<file path="src/hw/rtl/multilevel_round_robin_scheduler_assert.svh">
// Assertion macros for the multilevel round-robin scheduler.
// No dependencies; included by files that carry concurrent checks.
`ifndef MULTILEVEL_ROUND_ROBIN_SCHEDULER_ASSERT_SVH
`define MULTILEVEL_ROUND_ROBIN_SCHEDULER_ASSERT_SVH

// same-cycle implication
`define MRRS_ASSERT_HOLD(lbl, clk, rstn, ante, cons) \
    lbl: assert property (@(posedge clk) disable iff (!rstn) (ante) |-> (cons)) \
        else $error("mrrs check failed");

// next-cycle implication
`define MRRS_ASSERT_NEXT(lbl, clk, rstn, ante, cons) \
    lbl: assert property (@(posedge clk) disable iff (!rstn) (ante) |=> (cons)) \
        else $error("mrrs check failed");

`endif

</file>
<file path="src/hw/rtl/mrrs_pkg.sv">
// Shared types and constants for the multilevel round-robin scheduler.
// No dependencies.
package mrrs_pkg;

    localparam int DEF_NUM_TASKS  = 64;
    localparam int DEF_NUM_LEVELS = 8;

    localparam logic [7:0] INIT_SLICE_T0 = 8'd2;
    localparam logic [7:0] INIT_SLICE_T1 = 8'd1;

    typedef enum logic [1:0] {
        MARK_FREE  = 2'd0,
        MARK_SLEEP = 2'd1,
        MARK_RUN   = 2'd2
    } mark_t;

    typedef enum logic [1:0] {
        FN_ALLOC = 2'd0,
        FN_RUN   = 2'd1,
        FN_SLEEP = 2'd2,
        FN_TICK  = 2'd3
    } func_t;

    typedef enum logic [1:0] {
        STS_DONE    = 2'd0,
        STS_NO_FREE = 2'd1,
        STS_NOT_RUN = 2'd2
    } status_t;

    typedef enum logic [4:0] {
        S_CLEAR, S_IDLE, S_DISP, S_AL_RD, S_AL_CHK, S_TT_RD, S_RUN_EV, S_SL_EV,
        S_BF_LV, S_BF_L, S_BF_T, S_RM_LV, S_RM_RD, S_RM_CHK, S_SH_RD, S_SH_WR,
        S_RM_RET, S_ADD_LV, S_ADD, S_RUN_WR, S_SL_WR, S_TK_ADV, S_PICK_INIT,
        S_PICK, S_FIN_LV, S_FIN_L, S_FIN_T, S_FIN_OUT
    } state_t;

    typedef enum logic [4:0] {
        OP_NONE, OP_CLR, OP_LOAD, OP_TRD_IDX, OP_AL_CHK, OP_TRD_TID, OP_RUN_EV,
        OP_SL_EV, OP_LV_CUR, OP_LRD_CUR, OP_BF_CAP, OP_LV_TASK, OP_LRD_IDX,
        OP_RM_CHK, OP_LRD_IDX1, OP_SH_WR, OP_LV_NEW, OP_ADD, OP_RUN_WR,
        OP_SL_WR, OP_TK_ADV, OP_PICK_INIT, OP_PICK, OP_TRD_CUR, OP_OUT
    } dp_op_t;

    typedef struct packed {
        dp_op_t op;
    } dp_cmd_t;

    typedef struct packed {
        func_t func;
        logic  oor;
        logic  t_free;
        logic  t_run;
        logic  lv_differs;
        logic  idx_ge_cnt;
        logic  idx_last;
        logic  match;
        logic  tid_is_before;
        logic  cnt_nz;
        logic  lv_last;
        logic  pending;
    } dp_stat_t;

endpackage

</file>
<file path="src/hw/rtl/mrrs_ctrl.sv">
// Sequencer for the scheduler: walks each command through datapath steps.
// Depends on mrrs_pkg.
module mrrs_ctrl (
    input  logic               clk,
    input  logic               rst_n,
    input  logic               start,
    output logic               busy,
    output mrrs_pkg::dp_cmd_t  cmd,
    input  mrrs_pkg::dp_stat_t stat
);

    mrrs_pkg::state_t state_reg;
    mrrs_pkg::state_t state_next;

    always_ff @(posedge clk or negedge rst_n)
    begin
        if (!rst_n)
        begin
            state_reg <= mrrs_pkg::S_CLEAR;
        end
        else
        begin
            state_reg <= state_next;
        end
    end

    always_comb
    begin
        state_next = state_reg;
        cmd.op     = mrrs_pkg::OP_NONE;
        busy       = (state_reg != mrrs_pkg::S_IDLE);
        case (state_reg)
            mrrs_pkg::S_CLEAR:
            begin
                cmd.op = mrrs_pkg::OP_CLR;
                if (stat.idx_last)
                begin
                    state_next = mrrs_pkg::S_IDLE;
                end
            end
            mrrs_pkg::S_IDLE:
            begin
                if (start)
                begin
                    cmd.op     = mrrs_pkg::OP_LOAD;
                    state_next = mrrs_pkg::S_DISP;
                end
            end
            mrrs_pkg::S_DISP:
            begin
                case (stat.func)
                    mrrs_pkg::FN_ALLOC: state_next = mrrs_pkg::S_AL_RD;
                    mrrs_pkg::FN_TICK:  state_next = mrrs_pkg::S_BF_LV;
                    default:
                    begin
                        state_next = stat.oor ? mrrs_pkg::S_FIN_LV : mrrs_pkg::S_TT_RD;
                    end
                endcase
            end
            mrrs_pkg::S_AL_RD:
            begin
                cmd.op     = mrrs_pkg::OP_TRD_IDX;
                state_next = mrrs_pkg::S_AL_CHK;
            end
            mrrs_pkg::S_AL_CHK:
            begin
                cmd.op     = mrrs_pkg::OP_AL_CHK;
                state_next = (stat.t_free || stat.idx_last) ? mrrs_pkg::S_FIN_LV
                                                            : mrrs_pkg::S_AL_RD;
            end
            mrrs_pkg::S_TT_RD:
            begin
                cmd.op     = mrrs_pkg::OP_TRD_TID;
                state_next = (stat.func == mrrs_pkg::FN_RUN) ? mrrs_pkg::S_RUN_EV
                                                             : mrrs_pkg::S_SL_EV;
            end
            mrrs_pkg::S_RUN_EV:
            begin
                cmd.op = mrrs_pkg::OP_RUN_EV;
                if (stat.t_run && stat.lv_differs)
                begin
                    state_next = mrrs_pkg::S_RM_LV;
                end
                else if (!stat.t_run)
                begin
                    state_next = mrrs_pkg::S_ADD_LV;
                end
                else
                begin
                    state_next = mrrs_pkg::S_RUN_WR;
                end
            end
            mrrs_pkg::S_SL_EV:
            begin
                cmd.op     = mrrs_pkg::OP_SL_EV;
                state_next = stat.t_run ? mrrs_pkg::S_BF_LV : mrrs_pkg::S_FIN_LV;
            end
            mrrs_pkg::S_BF_LV:
            begin
                cmd.op     = mrrs_pkg::OP_LV_CUR;
                state_next = mrrs_pkg::S_BF_L;
            end
            mrrs_pkg::S_BF_L:
            begin
                cmd.op     = mrrs_pkg::OP_LRD_CUR;
                state_next = mrrs_pkg::S_BF_T;
            end
            mrrs_pkg::S_BF_T:
            begin
                cmd.op     = mrrs_pkg::OP_BF_CAP;
                state_next = (stat.func == mrrs_pkg::FN_TICK) ? mrrs_pkg::S_TK_ADV
                                                              : mrrs_pkg::S_RM_LV;
            end
            mrrs_pkg::S_RM_LV:
            begin
                cmd.op     = mrrs_pkg::OP_LV_TASK;
                state_next = mrrs_pkg::S_RM_RD;
            end
            mrrs_pkg::S_RM_RD:
            begin
                cmd.op     = mrrs_pkg::OP_LRD_IDX;
                state_next = stat.idx_ge_cnt ? mrrs_pkg::S_RM_RET : mrrs_pkg::S_RM_CHK;
            end
            mrrs_pkg::S_RM_CHK:
            begin
                cmd.op     = mrrs_pkg::OP_RM_CHK;
                state_next = stat.match ? mrrs_pkg::S_SH_RD : mrrs_pkg::S_RM_RD;
            end
            mrrs_pkg::S_SH_RD:
            begin
                cmd.op     = mrrs_pkg::OP_LRD_IDX1;
                state_next = stat.idx_ge_cnt ? mrrs_pkg::S_RM_RET : mrrs_pkg::S_SH_WR;
            end
            mrrs_pkg::S_SH_WR:
            begin
                cmd.op     = mrrs_pkg::OP_SH_WR;
                state_next = mrrs_pkg::S_SH_RD;
            end
            mrrs_pkg::S_RM_RET:
            begin
                state_next = (stat.func == mrrs_pkg::FN_RUN) ? mrrs_pkg::S_ADD_LV
                                                             : mrrs_pkg::S_SL_WR;
            end
            mrrs_pkg::S_ADD_LV:
            begin
                cmd.op     = mrrs_pkg::OP_LV_NEW;
                state_next = mrrs_pkg::S_ADD;
            end
            mrrs_pkg::S_ADD:
            begin
                cmd.op     = mrrs_pkg::OP_ADD;
                state_next = mrrs_pkg::S_RUN_WR;
            end
            mrrs_pkg::S_RUN_WR:
            begin
                cmd.op     = mrrs_pkg::OP_RUN_WR;
                state_next = mrrs_pkg::S_FIN_LV;
            end
            mrrs_pkg::S_SL_WR:
            begin
                cmd.op     = mrrs_pkg::OP_SL_WR;
                state_next = stat.tid_is_before ? mrrs_pkg::S_PICK_INIT
                                                : mrrs_pkg::S_FIN_LV;
            end
            mrrs_pkg::S_TK_ADV:
            begin
                cmd.op     = mrrs_pkg::OP_TK_ADV;
                state_next = stat.pending ? mrrs_pkg::S_PICK_INIT : mrrs_pkg::S_FIN_LV;
            end
            mrrs_pkg::S_PICK_INIT:
            begin
                cmd.op     = mrrs_pkg::OP_PICK_INIT;
                state_next = mrrs_pkg::S_PICK;
            end
            mrrs_pkg::S_PICK:
            begin
                cmd.op     = mrrs_pkg::OP_PICK;
                state_next = (stat.cnt_nz || stat.lv_last) ? mrrs_pkg::S_FIN_LV
                                                           : mrrs_pkg::S_PICK;
            end
            mrrs_pkg::S_FIN_LV:
            begin
                cmd.op     = mrrs_pkg::OP_LV_CUR;
                state_next = mrrs_pkg::S_FIN_L;
            end
            mrrs_pkg::S_FIN_L:
            begin
                cmd.op     = mrrs_pkg::OP_LRD_CUR;
                state_next = mrrs_pkg::S_FIN_T;
            end
            mrrs_pkg::S_FIN_T:
            begin
                cmd.op     = mrrs_pkg::OP_TRD_CUR;
                state_next = mrrs_pkg::S_FIN_OUT;
            end
            mrrs_pkg::S_FIN_OUT:
            begin
                cmd.op     = mrrs_pkg::OP_OUT;
                state_next = mrrs_pkg::S_IDLE;
            end
            default:
            begin
                state_next = mrrs_pkg::S_IDLE;
            end
        endcase
    end

endmodule

</file>
<file path="config.mk">
export PLATFORM = sky130hd
export DESIGN_NAME = mrrs_ctrl
export DESIGN_NICKNAME = d
export VERILOG_FILES = /design/src/hw/rtl/multilevel_round_robin_scheduler_assert.svh /design/src/hw/rtl/mrrs_pkg.sv /design/src/hw/rtl/mrrs_ctrl.sv
export SDC_FILE = /design/constraint.sdc
export NUM_CORES = 1
export LEC_CHECK = 0
export ABC_AREA = 1
export BUFFER_PORTS_ARGS = -buffer_cell sky130_fd_sc_hd__buf_2
export CORE_MARGIN = 8
export CORE_UTILIZATION = 50
export DETAILED_ROUTE_END_ITERATION = 12
export HOLD_SLACK_MARGIN = 0.08
export PLACE_DENSITY = 0.75
export SKIP_CTS_REPAIR_TIMING = 1
export SYNTH_ARGS = -nofsm -noshare
export SYNTH_HDL_FRONTEND = slang
export SYNTH_SLANG_ARGS = --single-unit
</file>
<file path="constraint.sdc">
create_clock -name clk -period 1.8 [get_ports clk]
set_input_delay 0.27 -clock clk [delete_from_list [all_inputs] [get_ports clk]]
set_output_delay 0.27 -clock clk [all_outputs]
set_load 0.02 [all_outputs]
</file>
# ---- Yosys cells after proc, flatten, opt, wreduce, memory -nomap -nowiden
# Cells that the tools add are included.
dict set report totals {
  regBits 5
  latchBits 0
  ramBits 0
  mem_bits_ro 0
  elab_cells 61
  mem_count 0
}
dict set report op_classes {
  addsub 0
  mul 0
  div 0
  magnitude_cmp 0
  eq_ne 32
  shift 0
  muxes 20
  n_bitwise 0
  reduce_logical 8
}
# operator count
set ops {}
lappend ops {{5-bit case mux with 27 select lines} 1}
lappend ops {{5-bit case mux with 24 select lines} 1}
lappend ops {{5-bit equality test, second input constant} 12}
lappend ops {{5-bit 2-to-1 mux} 9}
lappend ops {{5-bit by 4-bit equality test with 1-bit output, second input constant} 8}
lappend ops {{5-bit by 3-bit equality test with 1-bit output, second input constant} 4}
lappend ops {{4-bit 2-to-1 mux} 3}
lappend ops {{5-bit by 2-bit equality test with 1-bit output, second input constant} 2}
lappend ops {{5-bit case mux with 2 select lines} 1}
lappend ops {{2-bit 2-to-1 mux} 3}
lappend ops {{5-bit by 1-bit equality test with 1-bit output, second input constant} 1}
lappend ops {{5-bit logical NOT} 1}
lappend ops {{5-bit by 1-bit inequality test with 1-bit output, second input constant} 1}
lappend ops {{2-bit inequality test, second input constant} 2}
lappend ops {{2-bit OR reduction} 2}
lappend ops {{3-bit 2-to-1 mux} 1}
lappend ops {{2-bit by 1-bit equality test with 1-bit output, second input constant} 1}
lappend ops {{2-bit equality test, second input constant} 1}
lappend ops {{2-bit logical NOT} 1}
lappend ops {{1-bit logical OR} 2}
lappend ops {{2-bit AND reduction} 1}
lappend ops {{1-bit logical AND} 1}
lappend ops {{1-bit 2-to-1 mux} 1}

# ---- Depth between registers and ports, before layout
# Gate-level depths: netlist (run 1).
dict set report depth {
  depth_word 3
  mapped_depth 10
}

# ---- Least setup slack after synthesis (run 1)
# No wires, ideal clock.
dict set report synth_timing {
  kind {flip-flop to output port}
  start {register state_reg[2]}
  end {output cmd[2] (netlist bit)}
  t_arrival_ns 1.420
  t_required_ns 1.530
  path_slack_ns 0.110
  path_stages_with_launch 8
  path_cell_list {dfrtp_1 > inv_1 > nor2_2 > buf_4 > inv_1 > nor2_1 > inv_1 > o21ai_0}
}
# item line_no
set synth_lines {}
lappend synth_lines {{start, declared} mrrs_ctrl.sv:12} ;# mrrs_pkg::state_t state_reg;
lappend synth_lines {{start signal, assigned} mrrs_ctrl.sv:19} ;# state_reg <= mrrs_pkg::S_CLEAR;
lappend synth_lines {{start signal, assigned} mrrs_ctrl.sv:23} ;# state_reg <= state_next;
lappend synth_lines {{end, declared} mrrs_ctrl.sv:8} ;# output mrrs_pkg::dp_cmd_t cmd,

==> impl_metrics.json, run 1 <==
{
  "yosys_warnings": 0,
  "ys.flop_type": "dfrtp_1",
  "critical-path-top-delay-family": "simple AND/OR/NAND/NOR gates",
  "crit_buf_inv": 2,
  "drc_errors": 0,
  "ys_seq_area_share_pct": 13.48,
  "design_area_um2": 1429,
  "ys_seq_elements": 5,
  "synth.most_common_cell": "nand2_1",
  "syn-cell-area_um2": 928.4,
  "drive_gt1_share_pct": 39.66,
  "violations": "negative setup slack",
  "synth_area_per_cell_um2": 5.245,
  "layout_setup_ws_ns": -0.1131,
  "dpl_worst_slack_ns": 0.04602,
  "postSynthCellCount": 177,
  "die_w_um": 59.09,
  "num_rows": 15,
  "cap_violations": 0,
  "dr.pass1.iters": 5,
  "antenna_cells": 0,
  "vdd_ir_drop_max_uv": 1294,
  "drv_slew": 0,
  "required_ns": 1.53,
  "placement.cell_area_um2": 1202,
  "post-route-min-period_ns": 1.913,
  "grt_remaining_overflow": 0,
  "core_area_um2": 1745,
  "ys_top_cells_by_area": "nand2_1 17%, nor2_1 15%, dfrtp_1 13%",
  "tightestPinTransition_ns": 0.3531,
  "synthDistinctLibCells": 25,
  "setup_viol": 5,
  "multi_input_area_um2": 775.7,
  "cts_buffers": 3,
  "clkLatencyLatePin_ns": 0.25,
  "hold_path_class": "primary input to flip-flop",
  "clkTransAtPathRegs_ns": 0.05,
  "grt_pass1_wl_um": 5733,
  "synth_area_leader_cell": "nand2_1",
  "grt_max_degree": 10,
  "io_pins": 22,
  "via_per_inst": 5.860,
  "crit_top_cell": "nand2_1",
  "gp_congestion": 1.068,
  "max_freq_mhz": 522.7,
  "vias": 1506,
  "crit_path_end_kind": "output pin",
  "largest_reg_flops": 5,
  "final_antenna_net_count": 0,
  "cts_tree": "yes",
  "hold_ws_ns": 0.3148,
  "fin_crit_sh_pct": 106.3,
  "htree_levels": 1,
  "synth_nets": 196,
  "area_growth_pct": 53.91,
  "die_h_um": 59.09,
  "cts.sinks": 5,
  "regArea_um2": 131.4,
  "die_area_um2": 3492,
  "clock_path_buffers": 2,
  "grtUsageTotal_pct": 21.25,
  "status": "complete, but fails checks",
  "arrival_ns": 1.64,
  "crit_fanout": 7,
  "synth_common_cells": "42 x nand2_1, 37 x nor2_1, 23 x inv_1, 18 x nand3_1, 10 x nor3_1",
  "drtIter0Drc": 139,
  "synth_top_area_share_pct": 16.98,
  "finClkSkew_ns": 0.009180,
  "grt_setup_unrepaired": "true",
  "async_flop_share_pct": 100.0,
  "wl_per_cell_um": 15.54,
  "crit_slowest_cell": "dfrtp_2",
  "grt_pass1_vias": 1363,
  "fill_cells": 129,
  "timing_hold_violations_final": 0,
  "fin_nets": 252,
  "slew_headroom_pct": 76.24,
  "cp-start-kind": "flip-flop",
  "synth_edf_count": 0,
  "power.density_nw_per_um2": 1805,
  "start_util_pct": 53.19,
  "antenna_found_initial": 0,
  "routed_wl_um": 3993,
  "timing.setup.critical_path_class": "flip-flop to output pin",
  "p_leak_nw": 0.7681,
  "critical_path.cell_chain": "nand2_4 > nor2_4 > nand2_1 > buf_4 > nand3_1 > nor2_1 > nand2_1 > buf_2",
  "post-route-util_pct": 81.86,
  "cts-root-buf": "clkbuf_4",
  "p_total_mw": 2.579,
  "numPortBuffers": 21,
  "hpwlAfterDp_um": 2950,
  "slowest_delay_ns": 0.47
}
## cell families (layout without fill, tap and decap cells)
family,count (synthesis),in the layout,synth area share (%)
AO/OA/AOI/OAI,23,23,14.15
adder cells (fa/ha/maj),3,3,4.044
buffers and inverters,27,82,11.59
flip-flops,5,5,13.48
AND/OR/NAND/NOR,119,119,56.74
## cell type report
type / count / share of cell area [%]
clock buffers: 4 / 1.839
inverters: 25 / 6.743
multi-input cells: 145 / 54.29
flip-flops and latches: 5 / 9.194
well taps: 25 / 2.189
repair buffers: 53 / 25.74
## metrics by stage
stage | instances | setup TNS, ns
after floorplan | 177 | 0
after global placement | 241 | 0
after detailed placement | 241 | 0
after CTS | 245 | -0.7191
after global routing | 257 | -0.6371
final | 257 | -0.3238
## cell usage in the layout, fill, tap and decap left out, drive strengths merged, types with 4 or more instances in the layout
master	n
o21ai	10
nor3	10
clkbuf	4
inv	25
buf	52
nor2	43
nand2	43
a21oi	6
dfrtp	5
nand3	18
## where the power goes
part	leakage, nW	total (mW)	switching [mW]	internal, mW
sequential	0.0557	0.317	0.134	0.184
combinational	0.697	2.13	1.25	0.882
clock	0.0150	0.134	0.0502	0.0840
total	0.768	2.58	1.43	1.15
## worst min-delay path, stage by stage
cell and delay [ns]:
buf_2 0.09, nand2_1 0.05, nand4_1 0.11
## final timing paths
check,start,to,slack (ns),depth (start not counted)
setup / recovery,state_reg[0],cmd[3],-0.11,8
hold / removal,stat[6],state_reg[4],0.31,3
setup reg to reg,state_reg[4],state_reg[1],0.13,8
hold reg to reg,state_reg[0],state_reg[0],0.89,5
max in group asynchronous,rst_n,state_reg[3],1.28,2
min in group asynchronous,rst_n,state_reg[4],0.37,2
## per-layer routing
| metal | global-route usage [%] | part of all wire [%] | up-vias |
|---|---|---|---|
| met5 | 0 | 0 | - |
| met4 | 14.33 | 5.6 | 0 |
| met3 | 5.206 | 12 | 26 |
| met2 | 36.76 | 47 | 124 |
| met1 | 22.09 | 36 | 661 |
| li1 | - | - | 695 |
Note: power is estimated with default switching activity, not from simulation.
==> inputs of run 2 (changes only) <==
--- a/config.mk
+++ b/config.mk
@@ -5,8 +5,8 @@
 export SDC_FILE = /design/constraint.sdc
 export NUM_CORES = 1
 export LEC_CHECK = 0
-export ABC_AREA = 1
 export BUFFER_PORTS_ARGS = -buffer_cell sky130_fd_sc_hd__buf_2
+export CAP_MARGIN = 0
 export CORE_MARGIN = 8
 export CORE_UTILIZATION = 50
 export DETAILED_ROUTE_END_ITERATION = 12
==> constraint.sdc (replaced) <==
create_clock -name clk -period 1.8 [get_ports clk]
set_input_delay 0.27 -clock clk [delete_from_list [all_inputs] [get_ports clk]]
set_output_delay 0.27 -clock clk [all_outputs]
set_load 0.05 [all_outputs]
==> run 2 against run 1 <==
  * The flow still finishes with violations (negative setup slack)
  * Synthesized cell count is 22% lower
  * Area after synthesis rose by 5.8%
  * Highest routed layer unchanged
  * Non-clock buffer count down 11
==> impl_metrics.json, run 2 <==
{
  "drtIter0Drc": 108,
  "slowest_delay_ns": 0.42,
  "crit_path_end_kind": "output pin",
  "final_cell_mix": "17 x buf_2, 15 x buf_4, 10 x nor2_1, 9 x o21ai_0, 8 x nand2_1",
  "vdd_ir_drop_max_uv": 1571,
  "critPathLaunch": "state_reg[4]",
  "crit_fanout": 24,
  "antenna_found_initial": 0,
  "cts.sinks": 5,
  "drc_errors": 0,
  "die_w_um": 60.32,
  "hpwlAfterDp_um": 2517,
  "r2r_start": "state_reg[2]",
  "antenna_cells": 0,
  "grt_setup_unrepaired": "true",
  "design_area_um2": 1375,
  "postSynthCellCount": 138,
  "die_area_um2": 3639,
  "required_ns": 1.53,
  "async_flop_share_pct": 100.0,
  "numPortBuffers": 21,
  "cts_buffers": 3,
  "drive_gt1_share_pct": 39.77,
  "critical_path.cell_chain": "buf_12 > nand2_1 > a221oi_1 > o21ai_2 > buf_6",
  "timing.rr.end": "state_reg[4]",
  "placement.cell_area_um2": 1214,
  "power.density_nw_per_um2": 2002,
  "start_util_pct": 51.64,
  "htree_levels": 1,
  "max_freq_mhz": 546.9,
  "fin_nets": 191,
  "io_pins": 22,
  "clock_path_buffers": 2,
  "ys.flop_type": "dfrtp_1",
  "finClkSkew_ns": 0.0004710,
  "crit_slowest_cell": "dfrtp_2",
  "wl_per_cell_um": 18.07,
  "final_common_cell": "buf_2",
  "grt_remaining_overflow": 0,
  "via_per_inst": 6.626,
  "synth_edf_count": 0,
  "post-place-cells": 188,
  "routed_wl_um": 3577,
  "fin_crit_sh_pct": 101.6,
  "ys_seq_elements": 5,
  "gp_congestion": 0.9653,
  "grt_pass1_wl_um": 5395,
  "core_area_um2": 1902,
  "yosys_warnings": 0,
  "r2r_cells": 6,
  "synthDistinctLibCells": 52,
  "syn-cell-area_um2": 982.2,
  "hold_path_class": "primary input to flip-flop",
  "cap_violations": 0,
  "slew_headroom_pct": 73.37,
  "final_cells": 198,
  "dr.pass1.iters": 11,
  "cts-root-buf": "clkbuf_4",
  "drv_slew": 0,
  "fill_cells": 162,
  "grtUsageTotal_pct": 19.23,
  "ys_top_cells_by_area": "dfrtp_1 13%, o21ai_0 5.6%, a221oi_1 4.5%",
  "vias": 1312,
  "grt_max_degree": 25,
  "setup_viol": 1,
  "ys_seq_area_share_pct": 12.74,
  "grt_pass1_vias": 1127,
  "final_antenna_net_count": 0,
  "synth_nets": 157,
  "clkTransAtPathRegs_ns": 0.05,
  "timing.setup.critical_path_class": "flip-flop to output pin",
  "rrSetupSlack_ns": 0.16,
  "crit_cells": 5,
  "clkLatencyLatePin_ns": 0.24,
  "synth_common_cells": "11 x nor2_1, 11 x o21ai_0, 8 x a21oi_1, 8 x nand2_1",
  "post-route-min-period_ns": 1.829,
  "num_rows": 16,
  "largest_reg_flops": 5,
  "cp-start-kind": "flip-flop",
  "layout_setup_ws_ns": -0.02850,
  "synth_top_area_share_pct": 12.74,
  "tightestPinTransition_ns": 0.3967,
  "status": "complete, but fails checks",
  "critical-path-top-delay-family": "compound AO/OA/AOI/OAI gates",
  "violations": "negative setup slack",
  "cts_tree": "yes",
  "synth_area_per_cell_um2": 7.117,
  "p_total_mw": 2.753,
  "p_leak_nw": 0.5650,
  "crit_path_end": "cmd[1]",
  "die_h_um": 60.32,
  "crit_buf_inv": 2,
  "synth_area_leader_cell": "dfrtp_1",
  "arrival_ns": 1.56,
  "hold_ws_ns": 0.3844,
  "area_growth_pct": 40.00,
  "timing_hold_violations_final": 0
}
## run 2: cells by family (layout without fill, tap and decap cells)
family	count (synthesis)	count (layout)	synth area share [%]
AOI/OAI and AO/OA	50	50	35.03
adders and majority gates	3	3	3.822
buffers and inverters	20	53	11.08
DFF	5	5	12.74
muxes	2	2	2.166
and+or+nand+nor	58	58	35.16
## run 2: worst min path at each step
stage | start | end | cells after the start
after floorplan | rst_n | state_reg[0] | 0
after global placement | rst_n | state_reg[0] | 1
after detailed placement | rst_n | state_reg[0] | 1
after CTS | rst_n | state_reg[2] | 1
after global routing | rst_n | state_reg[1] | 2
final | stat[5] | state_reg[0] | 3
## run 2: cell type report
cell class	count	area [um2]	area share, %
multi-input combinational	113	829.5	60.33
timing repair buffer	42	329.1	23.93
tap	27	33.78	2.457
clock buffer	4	26.28	1.911
inverter	7	26.28	1.911
sequential	5	130.1	9.463
## run 2: stage by stage
stage / setup slack (ns) / utilization, % / TNS [ns]
finish: -0.02850 / 72.30 / -0.02850
floorplan: -0.01392 / - / -0.01392
global placement: 0.06915 / 63.82 / 0
CTS: -0.1649 / 65.20 / -0.4497
global route: -0.03536 / 72.30 / -0.08322
detailed placement: 0.07196 / 63.82 / 0
## run 2: metal layers
metal	vias up	part of all wire, %	wire length, um	GRT usage [%]
met5	-	0	0	0
met4	0	2.7	96	8.503
met3	13	10	374	1.505
met2	103	48	1700	30.49
met1	599	39	1405	25.58
li1	597	-	-	-
## run 2: worst reg2reg max path, cell delays in order (launching register included)
cell	delay (ns)
dfrtp_2	0.43
clkbuf_2	0.15
nor2b_2	0.17
buf_4	0.14
a32o_1	0.20
a21oi_1	0.20
o221ai_1	0.19
## run 2: power breakdown
group          switching, mW  leakage (nW)  internal [mW]  total (mW)
sequential            0.0913        0.0558          0.179       0.270
combinational           1.35         0.494          0.999        2.35
clock                 0.0494        0.0150         0.0840       0.133
total                   1.49         0.565           1.26        2.75
